==> config.mk <==
export PLATFORM = sky130hd
export DESIGN_NAME = round_robin_slice_scheduler_unit
export DESIGN_NICKNAME = d
export VERILOG_FILES = /design/src/sv/rrss_pkg.sv /design/src/sv/rrss_cell.sv /design/src/sv/round_robin_slice_scheduler_unit.sv
export SDC_FILE = /design/constraint.sdc
export NUM_CORES = 2
export LEC_CHECK = 0
export ABC_AREA = 1
export CAP_MARGIN = 40
export CORE_ASPECT_RATIO = 1.5
export CORE_UTILIZATION = 55
export DETAILED_ROUTE_END_ITERATION = 8
export DONT_BUFFER_PORTS = 1
export GPL_ROUTABILITY_DRIVEN = 0
export PLACE_DENSITY = 0.73
export SYNTH_ARGS = -nofsm -noshare
export SYNTH_HDL_FRONTEND = slang
export SYNTH_SLANG_ARGS = --single-unit
==> constraint.sdc <==
create_clock -name clock -period 4.4 [get_ports clock]
set_input_delay 0.44 -clock clock [delete_from_list [all_inputs] [get_ports clock]]
set_output_delay 0.44 -clock clock [all_outputs]
set_load 0.03 [all_outputs]
==> src/sv/rrss_pkg.sv <==
package rrss_pkg;

   // one queued job: id and remaining time
   typedef struct packed {
      logic [15:0] id;
      logic [15:0] left;
   } job_type;

   // per-cell control: load a new job or take the neighbor's job
   typedef struct packed {
      logic load;
      logic shift;
   } cell_ctl_type;

   // result status codes
   localparam logic [2:0] ST_ADDED  = 3'd0;
   localparam logic [2:0] ST_FULL   = 3'd1;
   localparam logic [2:0] ST_SLICED = 3'd2;
   localparam logic [2:0] ST_DONE   = 3'd3;
   localparam logic [2:0] ST_EMPTY  = 3'd4;

   // op codes
   localparam logic OP_ADD = 1'b0;
   localparam logic OP_RUN = 1'b1;

   localparam logic [15:0] QUANTUM_RESET = 16'd4;

   // fixed part of the result word: slice_job, time_used, time_left, total_used
   localparam int RSP_FIXED_W = 80;

endpackage

==> src/sv/rrss_cell.sv <==
module rrss_cell (
   input  logic                  clock,
   input  rrss_pkg::cell_ctl_type ctl,
   input  rrss_pkg::job_type     next_job,
   input  rrss_pkg::job_type     load_job,
   output rrss_pkg::job_type     job
);
   import rrss_pkg::*;

   job_type job_ff;
   job_type job_in;

   // a load wins over the shift from the neighbor
   always_comb begin
      job_in = job_ff;
      if (ctl.load) begin
         job_in = load_job;
      end else if (ctl.shift) begin
         job_in = next_job;
      end
   end

   always_ff @(posedge clock) begin
      job_ff <= job_in;
   end

   assign job = job_ff;

endmodule

==> src/sv/round_robin_slice_scheduler_unit.sv <==
// round-robin time-slice scheduler
// req channel: one word per step; req_tuser[0] is the op (0 add a job, 1 run
//   one slice), req_tdata carries job_id and burst_time (used by add only)
// rsp channel: exactly one word per req word, in order; rsp_tuser carries the
//   status (added, rejected full, sliced and requeued, completed, empty) and
//   rsp_tdata the slice job, time used, time left, total used, jobs waiting
// csr port: csr_we writes csr_wdata into the quantum register (reset 4, a
//   quantum of zero acts as one); write only while no word is in flight
// the ready queue is a row of QUEUE_DEPTH cells, cell 0 holding the head job;
//   a run shifts every cell one place toward the head and a requeued job is
//   loaded into the cell just behind the last occupied one
// steps: a word is taken in S_IDLE into the request register in front of
//   the cell row and executed in S_EXEC once the rsp register is free; the
//   execute step loads the result word into the rsp register that drives rsp
// a new req word is taken while an earlier result still waits on rsp; the
//   execute step then holds until the rsp register is free, so a stalled
//   receiver stalls the req side after one more word
// reset empties the queue count, clears the total time and sets the quantum
//   back to 4; the job cells themselves are not cleared
module round_robin_slice_scheduler_unit #(
   parameter int QUEUE_DEPTH = 64,
   localparam int CW = $clog2(QUEUE_DEPTH + 1),
   localparam int RSP_W = ((rrss_pkg::RSP_FIXED_W + CW + 7) / 8) * 8
) (
   input  logic             clock,
   input  logic             reset,
   // req
   input  logic             req_tvalid,
   output logic             req_tready,
   input  logic [31:0]      req_tdata,   // job_id [15:0], burst_time [31:16]
   input  logic [0:0]       req_tuser,   // op [0]
   // rsp
   output logic             rsp_tvalid,
   input  logic             rsp_tready,
   output logic [RSP_W-1:0] rsp_tdata,   // slice_job, time_used, time_left,
                                         // total_used, jobs_waiting, zero pad
   output logic [2:0]       rsp_tuser,   // status [2:0]
   // csr
   input  logic             csr_we,
   input  logic [15:0]      csr_wdata    // quantum
);
   import rrss_pkg::*;

   localparam int AW = (QUEUE_DEPTH > 1) ? $clog2(QUEUE_DEPTH) : 1;

   typedef enum logic {
      S_IDLE,
      S_EXEC
   } state_type;

   state_type state_ff, state_in;

   // captured request
   logic        op_ff;
   logic [15:0] id_ff;
   logic [15:0] burst_ff;

   logic [15:0]   quantum_ff;
   logic [CW-1:0] occ_ff, occ_in;
   logic [31:0]   total_ff, total_in;

   logic             rsp_valid_ff, rsp_valid_in;
   logic [RSP_W-1:0] rsp_data_ff, rsp_data_in;
   logic [2:0]       rsp_status_ff, rsp_status_in;

   // cell row
   job_type      cell_job [QUEUE_DEPTH];
   cell_ctl_type cell_ctl [QUEUE_DEPTH];
   job_type      load_job;
   logic [AW-1:0] load_pos;
   logic          do_load;
   logic          do_shift;

   // execute-step datapath
   logic        exec_go;
   logic        is_full;
   logic        is_empty;
   logic [15:0] q_eff;
   logic [15:0] used;
   logic [15:0] left;
   logic [15:0] sjob;
   logic [2:0]  status;
   logic [32:0] sum;

   assign req_tready = (state_ff == S_IDLE);
   assign exec_go    = (state_ff == S_EXEC) && (!rsp_valid_ff || rsp_tready);

   assign is_full  = (occ_ff == CW'(QUEUE_DEPTH));
   assign is_empty = (occ_ff == '0);
   assign q_eff    = (quantum_ff == 16'd0) ? 16'd1 : quantum_ff;

   always_comb begin
      do_load  = 1'b0;
      do_shift = 1'b0;
      load_pos = occ_ff[AW-1:0];
      load_job = '{id: id_ff, left: burst_ff};
      occ_in   = occ_ff;
      sjob     = 16'd0;
      used     = 16'd0;
      left     = 16'd0;
      status   = ST_EMPTY;
      if (op_ff == OP_ADD) begin
         if (is_full) begin
            status = ST_FULL;
         end else begin
            status  = ST_ADDED;
            do_load = exec_go;
            occ_in  = occ_ff + CW'(1);
         end
      end else if (!is_empty) begin
         do_shift = exec_go;
         sjob     = cell_job[0].id;
         if (cell_job[0].left > q_eff) begin
            // slice and requeue behind the last job left after the shift
            status   = ST_SLICED;
            used     = q_eff;
            left     = cell_job[0].left - q_eff;
            do_load  = exec_go;
            load_pos = AW'(occ_ff - CW'(1));
            load_job = '{id: cell_job[0].id, left: left};
         end else begin
            status = ST_DONE;
            used   = cell_job[0].left;
            occ_in = occ_ff - CW'(1);
         end
      end
   end

   // saturating running total
   assign sum      = {1'b0, total_ff} + {17'd0, used};
   assign total_in = sum[32] ? 32'hFFFF_FFFF : sum[31:0];

   always_comb begin
      rsp_data_in = '0;
      rsp_data_in[15:0]  = sjob;
      rsp_data_in[31:16] = used;
      rsp_data_in[47:32] = left;
      rsp_data_in[79:48] = total_in;
      rsp_data_in[RSP_FIXED_W +: CW] = occ_in;
      rsp_status_in = status;
   end

   always_comb begin
      state_in     = state_ff;
      rsp_valid_in = rsp_valid_ff && !rsp_tready;
      unique case (state_ff)
         S_IDLE: begin
            if (req_tvalid) begin
               state_in = S_EXEC;
            end
         end
         S_EXEC: begin
            if (exec_go) begin
               state_in     = S_IDLE;
               rsp_valid_in = 1'b1;
            end
         end
         default: begin
            state_in = S_IDLE;
         end
      endcase
   end

   always_ff @(posedge clock) begin
      if (reset) begin
         state_ff     <= S_IDLE;
         rsp_valid_ff <= 1'b0;
         occ_ff       <= '0;
         total_ff     <= '0;
         quantum_ff   <= QUANTUM_RESET;
      end else begin
         state_ff     <= state_in;
         rsp_valid_ff <= rsp_valid_in;
         if (csr_we) begin
            quantum_ff <= csr_wdata;
         end
         if (exec_go) begin
            occ_ff        <= occ_in;
            total_ff      <= total_in;
            rsp_data_ff   <= rsp_data_in;
            rsp_status_ff <= rsp_status_in;
         end
      end
   end

   // request capture
   always_ff @(posedge clock) begin
      if (req_tvalid && req_tready) begin
         op_ff    <= req_tuser[0];
         id_ff    <= req_tdata[15:0];
         burst_ff <= req_tdata[31:16];
      end
   end

   // cell row: cell i takes cell i+1 on a shift; the last cell has no neighbor and takes load_job
   for (genvar i = 0; i < QUEUE_DEPTH; i++) begin : g_cell
      job_type next_job;

      if (i == QUEUE_DEPTH - 1) begin : g_last
         assign next_job = load_job;
      end else begin : g_mid
         assign next_job = cell_job[i + 1];
      end

      assign cell_ctl[i] = '{load: do_load && (load_pos == AW'(i)), shift: do_shift};

      rrss_cell u_cell (
         .clock    (clock),
         .ctl      (cell_ctl[i]),
         .next_job (next_job),
         .load_job (load_job),
         .job      (cell_job[i])
      );
   end

   assign rsp_tvalid = rsp_valid_ff;
   assign rsp_tdata  = rsp_data_ff;
   assign rsp_tuser  = rsp_status_ff;

endmodule

==> summary.txt <==
status - finished, final reports clean
Fin. Hold Viols - 0
core region area - 181,000 um^2
adder-cell area share of the yosys netlist - 0.478%
most numerous cell in the Yosys netlist - nand2_1
drt pass-1 iters - 9
Final setup viols - 0
clock root buffer - clkbuf_16
Worst-path clk slew - 0.06 ns
crit path time final - 4.31 ns
CP Capture Type - register
# DRC - 0
clock latency on the worst-skew pair - 0.92 ns
Post-synth EDFFs - 2,171
Filler cells - 13.4k
Setup CP Type - register to register
vias in the first global route - 74.2k
required time of the critical path - 5.12 ns
Slowest cell on crit path - dfxtp_1
first-pass GRT wire length - 450 mm
share of the cycle needed by the critical path after routing - 97.9%
Worst slew margin - 40.3%
slew of the pin with the lowest slew margin - 0.893 ns
xor/xnor cell area share of the yosys netlist - 0.254%
share of cells above drive strength 1 - 10.5%
Area Overhead vs Synth - 14.6%
peak supply drop - 0.356 mV
Reg area - 66,300 um^2
Num CTS Buffers - 207
CP most frequent cell - nand2_1
Async S/R FF share, synth - 0%
CTS Buffer Depth - 4
GR Util All Layers - 32.4%
Critical Path AT - 5.02 ns
Initial Util - 55.4%
crit path launch type - register
Post-synth top flop - edfxtp_1
top post-synthesis cells by area - edfxtp_1, nand2_1, nand3_1
gr ovfl total - 0
largest family of logic cells by synthesized area - simple AND/OR/NAND/NOR gates
largest net degree at the start of global routing - 127
Max Fclk - 0.232 GHz
area of the multi-input gates - 30,200 um^2
Hold WS - 0.189 ns
WL/cell - 23.7 um
vias per cell - 6.02
clk sink count - 2,228
mean post-synth cell area - 9.87 um^2
Cell Rows - 191
Post-DRT Antenna Nets - 0
Netlist cell types - 46
Yosys warnings - 0
TNS Setup - 0 ns
Starting DRT DRC Count - 10.5k
pwr/cell area - 402 nW/um^2
post-DP HPWL - 193 mm
Hold WC Path Type - input port to register
vias - 76.8k
Compound-Gate Fraction of Synth Area - 1.03%
Commonest cells post-synth - nand2_1, edfxtp_1, nand3_1, nand4_1, buf_2
die area - 184,000 um^2
post-synthesis mux area share - 0%
CP peak stage delay - 0.37 ns
number of synthesized register bits - 2,228
crit-path max FO - 5
total of max-cap violations - 0
Static Leak - 47.1 nW
Post-Synth Simple-Gate Area - 27.7%
Yosys top cell by area - edfxtp_1
num ports - 147
Buf+Inv Stages, Crit Path - 6
post-synth top area share - 65.1%
CTS tree - built
die height - 524 um
# H-tree levels - 4
Final nets - 10.3k
final WL - 303 mm
Slew Viols, Final - 0
Mapped Area - 100,000 um^2
syn_nets - 10.2k
register area share after synthesis - 66.3%
Cells after Synth - 10.1k
RSZ-0062 raised after global routing - true
Die Wd - 350 um
IO buf count - 0
clock skew - 0.0750 ns
Top delay family on crit path - simple AND/OR/NAND/NOR gates
initial antenna violation count - 9
[final cells by class]
cell class	instances	area share, %
Antenna cell	3	0.00655
Clock buffer	256	4.80
Clock inverter	108	0.844
Inverter	148	0.490
Multi-Input combinational cell	6936	26.3
Sequential cell	2228	57.8
Tap cell	2412	2.63
Timing Repair Buffer	664	7.05
[path summary, 6_finish.rpt]
check                                  from                   endpoint  slack, ns  depth (start not counted)
hold / removal                 req_tdata[4]                   id_ff[4]       0.19                          1
setup / recovery             quantum_ff[15]               total_ff[20]       0.09                         30
setup reg to reg             quantum_ff[15]               total_ff[20]       0.09                         30
hold reg to reg   g_cell[23].u_cell.job[25]  g_cell[22].u_cell.job[25]       0.46                          2
[state kept, by name, summed over array words and instances, names as in the netlist]
name / cells
burst_ff: 16
g_cell.u_cell.job: 2048
id_ff: 16
occ_ff: 7
op_ff: 1
quantum_ff: 16
rsp_tdata: 87
rsp_tuser: 3
rsp_tvalid: 1
state_ff: 1
total_ff: 32
[layout by cell type (no fill, tap or decap), types with 7 or more instances in the layout]
cell	instances
a22o_1	11
clkbuf_16	215
dfxtp_2	8
xnor2_1	12
nor3_1	12
buf_4	373
o21ai_4	18
buf_6	9
a21oi_1	53
nand2_1	5123
o21ai_2	10
or2_2	10
nor2_4	17
xor2_1	17
inv_1	132
edfxtp_1	2171
nor2_1	65
clkbuf_1	41
bufinv_16	16
buf_12	217
a21oi_2	10
dfxtp_1	49
clkinv_1	40
nand2_4	16
inv_2	12
o21ai_0	48
clkinv_2	38
nand2_2	20
nand4_1	525
ha_1	30
nor2_2	34
o21ai_1	7
nand3_2	13
nand3_1	839
dlygate4sd3_1	53
[cell families after synthesis]
family                   after synthesis
AO/OA/AOI/OAI                        181
XOR/XNOR                              29
adder cells (fa/ha/maj)               37
buffers and inverters                981
flip-flops                          2228
other                                  1
AND/OR/NAND/NOR                     6687
[metal layers]
layer	GRT usage [%]	share of wire, %
met2	52.6	48
met1	38.0	33
met4	23.3	8.4
met5	0	0.0093
met3	6.89	11
[metrics by stage]
stage          total power (W)  setup slack, ns  instance area [um^2]  util [%]  cells
6_report                0.0461           0.0926                115000      63.5  12800
4_1_cts                 0.0460         0.000819                114000      63.2  12700
5_1_grt                 0.0471           -0.118                115000      63.5  12800
2_1_floorplan           0.0263           0.0428                100000         -  10100
3_5_place_dp            0.0286           -0.274                107000      59.2  12300
3_3_place_gp            0.0285           -0.337                107000      59.1  12300
[report_power, final]
part           switching [W]  leakage, nW  internal (W)
Sequential          0.000244         20.1        0.0237
Combinational        0.00334         23.9       0.00122
Clock                0.00789         3.17       0.00978
[what timing repair did]
action,CTS,global route
endpoints found under the setup margin,133,3432
endpoints found under the hold margin,90,0
setup buffers,7,12
pin swaps,8,18
resized for setup,27,87
hold buffers,53,0
cloned,2,4
Note: power is estimated with default switching activity, not from simulation.
